### src/rtl/core/lcg48_with_jump_ahead_macros.svh
// Assertion macros used by the sequencer module.
`ifndef LCG48_WITH_JUMP_AHEAD_MACROS_SVH
`define LCG48_WITH_JUMP_AHEAD_MACROS_SVH

// Implication checked on every rising clock edge outside reset.
`define LCG_ASSERT_IMPL(label, clk, rst_n, ante, cons, msg) \
  label: assert property (@(posedge clk) disable iff (!rst_n) (ante) |-> (cons)) \
    else $error(msg);

// Next-cycle implication checked outside reset.
`define LCG_ASSERT_NEXT(label, clk, rst_n, ante, cons, msg) \
  label: assert property (@(posedge clk) disable iff (!rst_n) (ante) |=> (cons)) \
    else $error(msg);

`endif

### src/rtl/core/lcg48_pkg.sv
package lcg48_pkg;

  localparam int unsigned StateBits = 48;
  localparam int unsigned CountBits = 64;
  localparam int unsigned IncBits   = 16;
  localparam int unsigned CfgIdxBits = 2;
  localparam int unsigned CfgDataBits = 48;

  // The shared unit multiplies by one 16-bit slice of its second operand per enabled cycle.
  localparam int unsigned ChunkBits = 16;
  localparam int unsigned MacParts  = StateBits / ChunkBits;
  localparam int unsigned PartBits  = 2;
  localparam logic [PartBits-1:0] MacLast = PartBits'(MacParts - 1);

  localparam logic [StateBits-1:0] MultReset = 48'h0005_DEEC_E66D;
  localparam logic [IncBits-1:0]   IncReset  = 16'h000B;
  localparam logic [StateBits-1:0] SeedReset = 48'h1234_ABCD_330E;

  typedef enum logic [1:0] {
    FuncRestart = 2'd0,
    FuncStep    = 2'd1,
    FuncJumpRel = 2'd2,
    FuncJumpAbs = 2'd3
  } func_e;

  typedef enum logic [1:0] {
    CfgMult   = 2'd0,
    CfgInc    = 2'd1,
    CfgSeed   = 2'd2,
    CfgSeeded = 2'd3
  } cfg_idx_e;

  // Operations of the shared multiply-add unit.
  typedef enum logic [2:0] {
    OpPw   = 3'd0,  // pw   = pw * base
    OpSum  = 3'd1,  // sum  = sum * h + f
    OpBase = 3'd2,  // base = base * base
    OpF    = 3'd3,  // f    = f * (h + 1)
    OpH    = 3'd4,  // h    = h * h
    OpFin  = 3'd5,  // r    = r * pw + sum
    OpStep = 3'd6   // r    = a * r + c
  } mac_op_e;

  // Request from the sequencer to the datapath.
  typedef struct packed {
    logic                start;
    logic                mac_en;
    mac_op_e             op;
    logic [PartBits-1:0] part;
  } dp_ctrl_t;

endpackage

### src/rtl/core/lcg48_if.sv
interface lcg48_in_if;
  logic        valid;
  logic        ready;
  logic [1:0]  func;
  logic [lcg48_pkg::CountBits-1:0] jump_count;
  modport source (output valid, func, jump_count, input ready);
  modport sink (input valid, func, jump_count, output ready);
endinterface

interface lcg48_out_if;
  logic        valid;
  logic        ready;
  logic [lcg48_pkg::StateBits-1:0] state_value;
  logic [30:0] high31;
  logic signed [31:0] signed32;
  logic        not_seeded;
  modport source (output valid, state_value, high31, signed32, not_seeded, input ready);
  modport sink (input valid, state_value, high31, signed32, not_seeded, output ready);
endinterface

interface lcg48_cfg_if;
  logic        valid;
  logic        ready;
  logic [lcg48_pkg::CfgIdxBits-1:0]  index;
  logic [lcg48_pkg::CfgDataBits-1:0] data;
  modport source (output valid, index, data, input ready);
  modport sink (input valid, index, data, output ready);
endinterface

### src/rtl/core/lcg48_dp.sv
// Datapath: jump registers and one shared multiply-add unit that handles
// one 16-bit slice of its second operand per cycle while mac_en is set.
module lcg48_dp (
  input  logic                              clk_i,
  input  logic                              rst_ni,
  input  lcg48_pkg::dp_ctrl_t               ctrl_i,
  input  logic [lcg48_pkg::StateBits-1:0]   start_r_i,
  input  logic [lcg48_pkg::StateBits-1:0]   mult_i,
  input  logic [lcg48_pkg::IncBits-1:0]     inc_i,
  output logic [lcg48_pkg::StateBits-1:0]   r_o
);

  localparam int unsigned W = lcg48_pkg::StateBits;
  localparam int unsigned C = lcg48_pkg::ChunkBits;

  logic [W-1:0] r_q, pw_q, base_q, sum_q, f_q, h_q, acc_q;
  logic [W-1:0] op_a, op_b, op_c, b_shift, pp_sh, acc_d;
  logic [C-1:0] chunk;
  logic [W+C-1:0] pp;
  logic [5:0] shamt;
  logic last;

  // Operand selection for the shared unit.
  always_comb begin
    op_a = pw_q;
    op_b = base_q;
    op_c = '0;
    case (ctrl_i.op)
      lcg48_pkg::OpPw: begin
        op_a = pw_q; op_b = base_q;
      end
      lcg48_pkg::OpSum: begin
        op_a = sum_q; op_b = h_q; op_c = f_q;
      end
      lcg48_pkg::OpBase: begin
        op_a = base_q; op_b = base_q;
      end
      lcg48_pkg::OpF: begin
        op_a = f_q; op_b = h_q + W'(1);
      end
      lcg48_pkg::OpH: begin
        op_a = h_q; op_b = h_q;
      end
      lcg48_pkg::OpFin: begin
        op_a = r_q; op_b = pw_q; op_c = sum_q;
      end
      lcg48_pkg::OpStep: begin
        op_a = mult_i; op_b = r_q; op_c = W'(inc_i);
      end
      default: begin
        op_a = pw_q; op_b = base_q;
      end
    endcase
  end

  // One partial product per cycle; the addend enters with the first slice.
  // Only the low product bits matter modulo 2^W.
  assign shamt   = {ctrl_i.part, 4'b0000};
  assign b_shift = op_b >> shamt;
  assign chunk   = b_shift[C-1:0];
  assign pp      = {{C{1'b0}}, op_a} * {{W{1'b0}}, chunk};
  assign pp_sh   = pp[W-1:0] << shamt;
  assign acc_d   = ((ctrl_i.part == '0) ? op_c : acc_q) + pp_sh;
  assign last    = (ctrl_i.part == lcg48_pkg::MacLast);

  // State register update.
  always_ff @(posedge clk_i or negedge rst_ni) begin
    if (!rst_ni) begin
      r_q <= '0;
    end else if (ctrl_i.start) begin
      r_q <= start_r_i;
    end else if (ctrl_i.mac_en && last &&
                 (ctrl_i.op == lcg48_pkg::OpFin || ctrl_i.op == lcg48_pkg::OpStep)) begin
      r_q <= acc_d;
    end
  end

  // Jump registers and the running partial sum.
  always_ff @(posedge clk_i or negedge rst_ni) begin
    if (!rst_ni) begin
      pw_q   <= '0;
      base_q <= '0;
      sum_q  <= '0;
      f_q    <= '0;
      h_q    <= '0;
      acc_q  <= '0;
    end else if (ctrl_i.start) begin
      pw_q   <= W'(1);
      base_q <= mult_i;
      sum_q  <= '0;
      f_q    <= W'(inc_i);
      h_q    <= mult_i;
    end else if (ctrl_i.mac_en) begin
      acc_q <= acc_d;
      if (last) begin
        case (ctrl_i.op)
          lcg48_pkg::OpPw:   pw_q   <= acc_d;
          lcg48_pkg::OpSum:  sum_q  <= acc_d;
          lcg48_pkg::OpBase: base_q <= acc_d;
          lcg48_pkg::OpF:    f_q    <= acc_d;
          lcg48_pkg::OpH:    h_q    <= acc_d;
          default: ;
        endcase
      end
    end
  end

  assign r_o = r_q;

endmodule

### src/rtl/core/lcg48_seq.sv
// Sequencer: walks the bits of the jump count and drives the shared unit.
module lcg48_seq (
  input  logic                              clk_i,
  input  logic                              rst_ni,
  input  logic                              start_i,
  input  logic [1:0]                        func_i,
  input  logic                              seeded_i,
  input  logic [lcg48_pkg::CountBits-1:0]   count_i,
  input  logic                              res_taken_i,
  output logic                              busy_o,
  output logic                              done_o,
  output lcg48_pkg::dp_ctrl_t               ctrl_o
);

  typedef enum logic [4:0] {
    StIdle = 5'b00001,
    StStep = 5'b00010,
    StBit  = 5'b00100,
    StFin  = 5'b01000,
    StDone = 5'b10000
  } state_e;

  state_e state_q, state_d;
  logic [lcg48_pkg::CountBits-1:0] k_q, k_d;
  lcg48_pkg::mac_op_e op_q, op_d;
  logic [lcg48_pkg::PartBits-1:0] part_q, part_d;
  logic last, adv;

  // Next-state logic; each count bit takes up to five unit passes, and each
  // pass handles one operand slice per cycle.
  always_comb begin
    state_d = state_q;
    k_d     = k_q;
    op_d    = op_q;
    part_d  = part_q;
    last    = (part_q == lcg48_pkg::MacLast);
    adv     = 1'b0;
    ctrl_o  = '{start: 1'b0, mac_en: 1'b0, op: op_q, part: part_q};
    case (state_q)
      StIdle: begin
        if (start_i) begin
          if (!seeded_i) begin
            state_d = StDone;
          end else begin
            k_d    = count_i;
            op_d   = lcg48_pkg::OpPw;
            part_d = '0;
            if (func_i == lcg48_pkg::FuncStep) begin
              state_d = StStep;
            end else begin
              ctrl_o.start = 1'b1;
              if (func_i == lcg48_pkg::FuncRestart) begin
                state_d = StDone;
              end else begin
                state_d = StBit;
              end
            end
          end
        end
      end
      StStep: begin
        ctrl_o.mac_en = 1'b1;
        ctrl_o.op     = lcg48_pkg::OpStep;
        part_d = last ? '0 : part_q + 1'b1;
        if (last) begin
          state_d = StDone;
        end
      end
      StBit: begin
        if (k_q == '0) begin
          state_d = StFin;
        end else begin
          ctrl_o.mac_en = k_q[0] || (op_q != lcg48_pkg::OpPw && op_q != lcg48_pkg::OpSum);
          adv = !ctrl_o.mac_en || last;
          part_d = adv ? '0 : part_q + 1'b1;
          if (adv) begin
            case (op_q)
              lcg48_pkg::OpPw:   op_d = lcg48_pkg::OpSum;
              lcg48_pkg::OpSum:  op_d = lcg48_pkg::OpBase;
              lcg48_pkg::OpBase: op_d = lcg48_pkg::OpF;
              lcg48_pkg::OpF:    op_d = lcg48_pkg::OpH;
              default: begin
                op_d = lcg48_pkg::OpPw;
                k_d  = k_q >> 1;
              end
            endcase
          end
        end
      end
      StFin: begin
        ctrl_o.mac_en = 1'b1;
        ctrl_o.op = lcg48_pkg::OpFin;
        part_d = last ? '0 : part_q + 1'b1;
        if (last) begin
          state_d = StDone;
        end
      end
      StDone: begin
        if (res_taken_i) begin
          state_d = StIdle;
        end
      end
      default: state_d = StIdle;
    endcase
  end

  always_ff @(posedge clk_i or negedge rst_ni) begin
    if (!rst_ni) begin
      state_q <= StIdle;
      k_q     <= '0;
      op_q    <= lcg48_pkg::OpPw;
      part_q  <= '0;
    end else begin
      state_q <= state_d;
      k_q     <= k_d;
      op_q    <= op_d;
      part_q  <= part_d;
    end
  end

  assign busy_o = (state_q != StIdle);
  assign done_o = (state_q == StDone);

`include "lcg48_with_jump_ahead_macros.svh"

  `LCG_ASSERT_NEXT(a_fin_to_done, clk_i, rst_ni, state_q == StFin && part_q == lcg48_pkg::MacLast, state_q == StDone, "final pass must end in done")
  `LCG_ASSERT_IMPL(a_start_idle, clk_i, rst_ni, start_i, state_q == StIdle, "start while busy")
  `LCG_ASSERT_IMPL(a_ctrl_excl, clk_i, rst_ni, ctrl_o.start, !ctrl_o.mac_en, "conflicting datapath requests")
  `LCG_ASSERT_IMPL(a_part_range, clk_i, rst_ni, 1'b1, part_q <= lcg48_pkg::MacLast, "slice index out of range")

endmodule

### src/rtl/core/lcg48_with_jump_ahead.sv
// Channel | Dir | Contents
// in_req  | in  | func, jump_count
// out_req | out | state_value, high31, signed32, not_seeded
// cfg_req | in  | index, data (multiplier, increment, seed_value, seeded)
//
// Restart and refused requests offer the result in the cycle after acceptance.
// The shared multiply-add unit handles 16 operand bits a cycle; a single step
// runs one pass in StStep and then offers its result in StDone.
// A jump walks jump_count up to its top set bit: a set bit runs the pw and sum passes, every bit
// the base, f and h passes, and a final pass then applies the result to the state.
// Reset clears the state to zero and loads the register defaults.
// A new request is accepted only after the previous result has been taken.
module lcg48_with_jump_ahead (
  input  logic           clk_i,
  input  logic           rst_ni,
  lcg48_in_if.sink       in_req,
  lcg48_out_if.source    out_req,
  lcg48_cfg_if.sink      cfg_req
);

  logic [lcg48_pkg::StateBits-1:0] mult_q, seed_q, r;
  logic [lcg48_pkg::IncBits-1:0]   inc_q;
  logic                            seeded_q;
  logic                            start, busy, done, taken;
  lcg48_pkg::dp_ctrl_t             ctrl;

  // Configuration registers.
  assign cfg_req.ready = 1'b1;
  always_ff @(posedge clk_i or negedge rst_ni) begin
    if (!rst_ni) begin
      mult_q   <= lcg48_pkg::MultReset;
      inc_q    <= lcg48_pkg::IncReset;
      seed_q   <= lcg48_pkg::SeedReset;
      seeded_q <= 1'b0;
    end else if (cfg_req.valid) begin
      case (lcg48_pkg::cfg_idx_e'(cfg_req.index))
        lcg48_pkg::CfgMult:   mult_q   <= cfg_req.data;
        lcg48_pkg::CfgInc:    inc_q    <= cfg_req.data[lcg48_pkg::IncBits-1:0];
        lcg48_pkg::CfgSeed:   seed_q   <= cfg_req.data;
        lcg48_pkg::CfgSeeded: seeded_q <= cfg_req.data[0];
        default: ;
      endcase
    end
  end

  assign in_req.ready = !busy;
  assign start = in_req.valid && !busy;
  assign taken = out_req.valid && out_req.ready;

  lcg48_seq u_seq (
    .clk_i, .rst_ni,
    .start_i     (start),
    .func_i      (in_req.func),
    .seeded_i    (seeded_q),
    .count_i     (in_req.jump_count),
    .res_taken_i (taken),
    .busy_o      (busy),
    .done_o      (done),
    .ctrl_o      (ctrl)
  );

  lcg48_dp u_dp (
    .clk_i, .rst_ni,
    .ctrl_i    (ctrl),
    .start_r_i ((in_req.func == lcg48_pkg::FuncJumpRel) ? r : seed_q),
    .mult_i    (mult_q),
    .inc_i     (inc_q),
    .r_o       (r)
  );

  // Result views of the state.
  assign out_req.valid       = done;
  assign out_req.state_value = r;
  assign out_req.high31      = r[lcg48_pkg::StateBits-1 -: 31];
  assign out_req.signed32    = r[lcg48_pkg::StateBits-1 -: 32];
  assign out_req.not_seeded  = !seeded_q;

endmodule

### src/flat_wrapper.sv
// flat-port wrapper written by rule: the top's interface ports become plain ports
module lcg48_with_jump_ahead_flat 
  (clk_i, rst_ni, in_req_valid, in_req_func, in_req_jump_count, in_req_ready, out_req_valid, out_req_state_value, out_req_high31, out_req_signed32, out_req_not_seeded, out_req_ready, cfg_req_valid, cfg_req_index, cfg_req_data, cfg_req_ready);
  lcg48_in_if in_req_i ();
  lcg48_out_if out_req_i ();
  lcg48_cfg_if cfg_req_i ();
  input  logic clk_i;
  input  logic rst_ni;
  input wire logic [$bits(in_req_i.valid)-1:0] in_req_valid;
  input wire logic [$bits(in_req_i.func)-1:0] in_req_func;
  input wire logic [$bits(in_req_i.jump_count)-1:0] in_req_jump_count;
  output wire logic [$bits(in_req_i.ready)-1:0] in_req_ready;
  output wire logic [$bits(out_req_i.valid)-1:0] out_req_valid;
  output wire logic [$bits(out_req_i.state_value)-1:0] out_req_state_value;
  output wire logic [$bits(out_req_i.high31)-1:0] out_req_high31;
  output wire logic [$bits(out_req_i.signed32)-1:0] out_req_signed32;
  output wire logic [$bits(out_req_i.not_seeded)-1:0] out_req_not_seeded;
  input wire logic [$bits(out_req_i.ready)-1:0] out_req_ready;
  input wire logic [$bits(cfg_req_i.valid)-1:0] cfg_req_valid;
  input wire logic [$bits(cfg_req_i.index)-1:0] cfg_req_index;
  input wire logic [$bits(cfg_req_i.data)-1:0] cfg_req_data;
  output wire logic [$bits(cfg_req_i.ready)-1:0] cfg_req_ready;
  assign in_req_i.valid = in_req_valid;
  assign in_req_i.func = in_req_func;
  assign in_req_i.jump_count = in_req_jump_count;
  assign in_req_ready = in_req_i.ready;
  assign out_req_valid = out_req_i.valid;
  assign out_req_state_value = out_req_i.state_value;
  assign out_req_high31 = out_req_i.high31;
  assign out_req_signed32 = out_req_i.signed32;
  assign out_req_not_seeded = out_req_i.not_seeded;
  assign out_req_i.ready = out_req_ready;
  assign cfg_req_i.valid = cfg_req_valid;
  assign cfg_req_i.index = cfg_req_index;
  assign cfg_req_i.data = cfg_req_data;
  assign cfg_req_ready = cfg_req_i.ready;
  lcg48_with_jump_ahead u_core (.clk_i(clk_i), .rst_ni(rst_ni), .in_req(in_req_i), .out_req(out_req_i), .cfg_req(cfg_req_i));
endmodule
### config.mk
export PLATFORM = sky130hd
export DESIGN_NAME = lcg48_with_jump_ahead_flat
export DESIGN_NICKNAME = d
export VERILOG_FILES = /design/src/rtl/core/lcg48_pkg.sv /design/src/rtl/core/lcg48_if.sv /design/src/rtl/core/lcg48_dp.sv /design/src/rtl/core/lcg48_seq.sv /design/src/rtl/core/lcg48_with_jump_ahead.sv /design/src/flat_wrapper.sv
export VERILOG_INCLUDE_DIRS = /design/src /design/src/rtl/core
export SDC_FILE = /design/constraint.sdc
export NUM_CORES = 2
export LEC_CHECK = 0
export ABC_CLOCK_PERIOD_IN_PS = 21100
export BUFFER_PORTS_ARGS = -buffer_cell sky130_fd_sc_hd__buf_4
export CAP_MARGIN = 0
export CORE_ASPECT_RATIO = 1.1
export CORE_UTILIZATION = 69
export CTS_CLUSTER_SIZE = 16
export DETAILED_ROUTE_END_ITERATION = 10
export GPL_TIMING_DRIVEN = 0
export PLACE_DENSITY = 0.88
export REMOVE_ABC_BUFFERS = 1
export SETUP_SLACK_MARGIN = 0.05
export SYNTH_ARGS = -nofsm -noshare
export SYNTH_HDL_FRONTEND = slang
export SYNTH_HIERARCHICAL = 1
export SYNTH_SLANG_ARGS = --single-unit
### constraint.sdc
create_clock -name clk_i -period 21.1 [get_ports clk_i]
set_clock_uncertainty 0.2 [all_clocks]
set_input_delay 2.11 -clock clk_i [delete_from_list [all_inputs] [get_ports clk_i]]
set_output_delay 2.11 -clock clk_i [all_outputs]
set_load 0.02 [all_outputs]
==> summary.txt <==
Final layout
  – Layout cell share with drive strength beyond 1: 0.1304
  – Syn-to-layout area delta: 9.882%
  – Fillcell total: 4893
  – Net count, final: 6647

Worst setup path
  – Crit path buf inv count: 4
  – Kind of critical path: reg -> reg
  – FF-to-FF End: u_core/u_dp/r_o[43]
  – CP startpoint kind: flop
  – Max FO, Critical Path: 35
  – CP endpoint kind: flop
  – WP data required: 21.43 ns
  – Most used cell, CP: fa_1
  – Crit path max-delay family: compound AO/OA/AOI/OAI gates
  – Flop2flop setup slack: 3.17 ns
  – Slowest CP cell: o41ai_1
  – R2r startpoint: u_core/u_seq/state_q[2]
  – Worst stage delay on the critical path: 1.13 ns
  – R2r worst-path depth: 43
  – CP Data Arrival Time: 18.26 ns

CTS
  – Insertion delay to the later sink of the worst-skew pair: 0.63 ns
  – Cts bufs inserted: 51
  – Root Buffer: clkbuf_16
  – CTS tree: done
  – Hold_buf cts: 0
  – H-tree levels: 2
  – Clk buf depth: 3
  – PostCTS Resize Cnt: 0
  – CTS clk-pin slew, worst paths: 0.07 ns
  – Clock sink total: 523
  – Post CTS Setup Buffer Count: 0

Timing
  – Fin. Hold Viols: 0
  – RSZ-0062 raised after global routing: no
  – Min Hold Slack: 0.2852 ns
  – FMAX: 0.05576 GHz
  – Setup Viol. Count Final: 0
  – Final min period: 17.93 ns
  – Relative slew margins: -0.09152
  – Max-slew violations: 11
  – Worst slew pin tran: 1.631 ns
  – Crit share post-route: 0.8499

Logic synthesis
  – Synth top area share: 0.2313
  – Post-Synth Adder-Cell Area: 0.2387
  – Yosys reg bits: 523
  – Leading area contributor after synthesis: dfrtp_1
  – Distinct cells, synth: 104
  – Synthesized area per cell: 8.635 um^2
  – Multiplexer share of the synthesized area: 0.05593
  – Cells after synthesis: 5938
  – Sequential fraction of the synthesis area: 0.2564
  – Mapped Area: 51280 um^2
  – Largest cells by area after synthesis: dfrtp_1, fa_1, nand2_1
  – Ys Warns: 6
  – Synth Flop Type: dfrtp_1
  – Post-synth EDFFs: 0
  – Largest family of logic cells by synthesized area: adder cells
  – Simple-Gate Fraction of Synth Area: 0.1639
  – Async SR Flop Fraction: 1.000
  – Compound-Gate Fraction of Synth Area: 0.1743
  – XOR/XNOR Fraction of Synth Area: 0.02450

Status
  – Failing checks: capacitance limit, slew limit
  – Outcome: finished, violations left

GRT
  – Aggregate global routing overflow: 0
  – Vias in the first global route: 49002
  – First-pass GRT wire length: 290600 um
  – Largest net degree at the start of global routing: 118
  – GR Util All Layers: 0.5167
  – Initial antenna violation count: 6

Worst hold path
  – Worst hold stages: 2
  – Worst Hold Class: reg -> reg
  – Hold Path End: u_core/u_dp/acc_q[34]
  – Hold Path Origin: u_core/u_dp/acc_q[34]

Detailed routing
  – Total routed wirelength: 193600 um
  – DR vias: 48822
  – Initial drt markers: 7660
  – 1st-pass router iterations: 11
  – # DRC: 0
  – Routed length per placed instance: 28.21 um
  – Detailed-route vias per instance: 7.112
  – Antenna-violating nets left: 0

Placement
  – DP HPWL: 135600 um
  – GPL Wtd Cong: 1.047
  – I/O Buffers: 234

Die
  – DIE AREA: 75410 um^2
  – Die X: 261.9 um
  – Core Rows: 104
  – # IOs: 236
  – Die outline height: 287.9 um
  – Core area: 73390 um^2
  – Starting Density: 0.6987

Job
  – Max Cap Viol: 2
==> area by class of cell <==
cell class                 count  area, um^2  share of cell area
multi-input combinational   4344       34160              0.6063
sequential                   523       13150              0.2334
clock inverter                26       326.6            0.005796
inverter                     601        2256             0.04004
tap                          954        1194             0.02118
antenna                        4       10.01           0.0001777
timing repair buffer         344        3810             0.06762
clock buffer                  69        1434             0.02545
==> stage by stage <==
step	TNS (ns)	utilization	setup WS, ns	cell area (um^2)	instances
6_report	0	0.7677	3.167	56340	6865
5_1_grt	0	0.7676	3.406	56330	6861
4_1_cts	0	0.7669	4.129	56280	6856
3_5_place_dp	0	0.7429	4.299	54520	6761
3_3_place_gp	-7658.02	0.7094	-25.92	52060	6656
2_1_floorplan	-345.29	-	-2.455	49110	5468
==> placed cells by master, fill, tap and decap left out, types with 15 or more instances in the layout <==
master,count
mux2_1,20
nor2_1,602
a211oi_1,39
a22oi_1,90
dfrtp_1,472
fa_1,529
a22o_1,26
buf_4,247
ha_1,132
a21oi_1,388
mux2i_1,66
a31oi_1,26
o211ai_1,15
xor2_1,50
nand3_1,41
o21bai_1,82
nor2b_1,43
dfstp_2,49
buf_12,33
buf_16,31
nand2b_1,43
inv_1,594
clkbuf_16,51
buf_8,22
nor4_1,24
nand2_1,844
o21ai_0,291
nand4_1,38
xnor2_1,76
o21a_1,15
nor3_1,89
a221oi_1,39
a2bb2oi_1,53
a221o_1,50
and3_1,19
and2_1,87
o22ai_1,37
mux2_2,174
a21o_1,60
==> registers in the layout, summed over array words and instances (netlist names) <==
register / flops
u_core/u_dp/f_q: 48
u_core/u_seq/op_q: 3
u_core/u_seq/k_q: 64
u_core/mult_q: 48
u_core/u_seq/state_q: 5
u_core/u_seq/part_q: 2
u_core/seeded_q: 1
u_core/u_dp/r_o: 48
u_core/u_dp/base_q: 48
u_core/u_dp/acc_q: 48
u_core/u_dp/pw_q: 48
u_core/u_dp/h_q: 48
u_core/u_dp/sum_q: 48
u_core/inc_q: 16
u_core/seed_q: 48
==> how the worst max path moves through the flow <==
stage / from / endpoint / slack (ns) / depth (start not counted)
2_1_floorplan: u_core/u_seq/state_q[2] / u_core/u_dp/sum_q[45] / -2.46 / 39
3_3_place_gp: u_core/u_seq/state_q[2] / u_core/u_dp/sum_q[45] / -25.92 / 37
3_5_place_dp: u_core/u_seq/state_q[2] / u_core/u_dp/r_o[43] / 4.30 / 42
4_1_cts: u_core/u_seq/state_q[2] / u_core/u_dp/r_o[43] / 4.13 / 42
6_report: u_core/u_seq/state_q[2] / u_core/u_dp/r_o[43] / 3.17 / 43
5_1_grt: u_core/u_seq/state_q[2] / u_core/u_dp/r_o[43] / 3.41 / 43
==> routing by layer <==
layer  up-vias  routed length, um  GRT usage
met2      4559              81270     0.7482
li1      19613                  -          -
met3      1409              31140     0.2095
met5         -                 60          0
met1     23233              62370     0.6141
met4         8              18800     0.3925
==> Yosys cell counts, drive strengths merged (60+ instances only) <==
| cell type | count |
|---|---|
| o21ai | 299 |
| buf | 176 |
| a22oi | 90 |
| nor3 | 93 |
| mux2i | 66 |
| a21o | 60 |
| xnor2 | 76 |
| nand2 | 851 |
| nor2 | 614 |
| o21bai | 82 |
| ha | 132 |
| a2bb2oi | 66 |
| dfrtp | 474 |
| mux2 | 194 |
| clkbuf | 294 |
| and2 | 88 |
| inv | 599 |
| fa | 529 |
| a21oi | 392 |
==> cell families (layout without fill, tap and decap cells) <==
group / Yosys count / count (layout)
and+or+nand+nor: 1930 / 1930
AOI/OAI and AO/OA: 1358 / 1358
buffers and inverters: 1071 / 1040
adders and majority gates: 661 / 661
DFF: 523 / 523
muxes: 261 / 261
xor gates and xnor gates: 133 / 133
other: 1 / 5
==> worst reg2reg max path: cells and delay by family (launching register included) <==
family                   cells  cell delay [ns]
AND/OR/NAND/NOR             11             3.53
flip-flops                   1             0.49
XOR/XNOR                     2             1.13
AO/OA/AOI/OAI               17             7.77
multiplexers                 1             0.15
buffers and inverters        4             0.91
adder cells (fa/ha/maj)      8             3.68
Power is left out: the tool's default activity adds up to more than one toggle a clock period on the data nets, which glitch-free logic cannot reach.
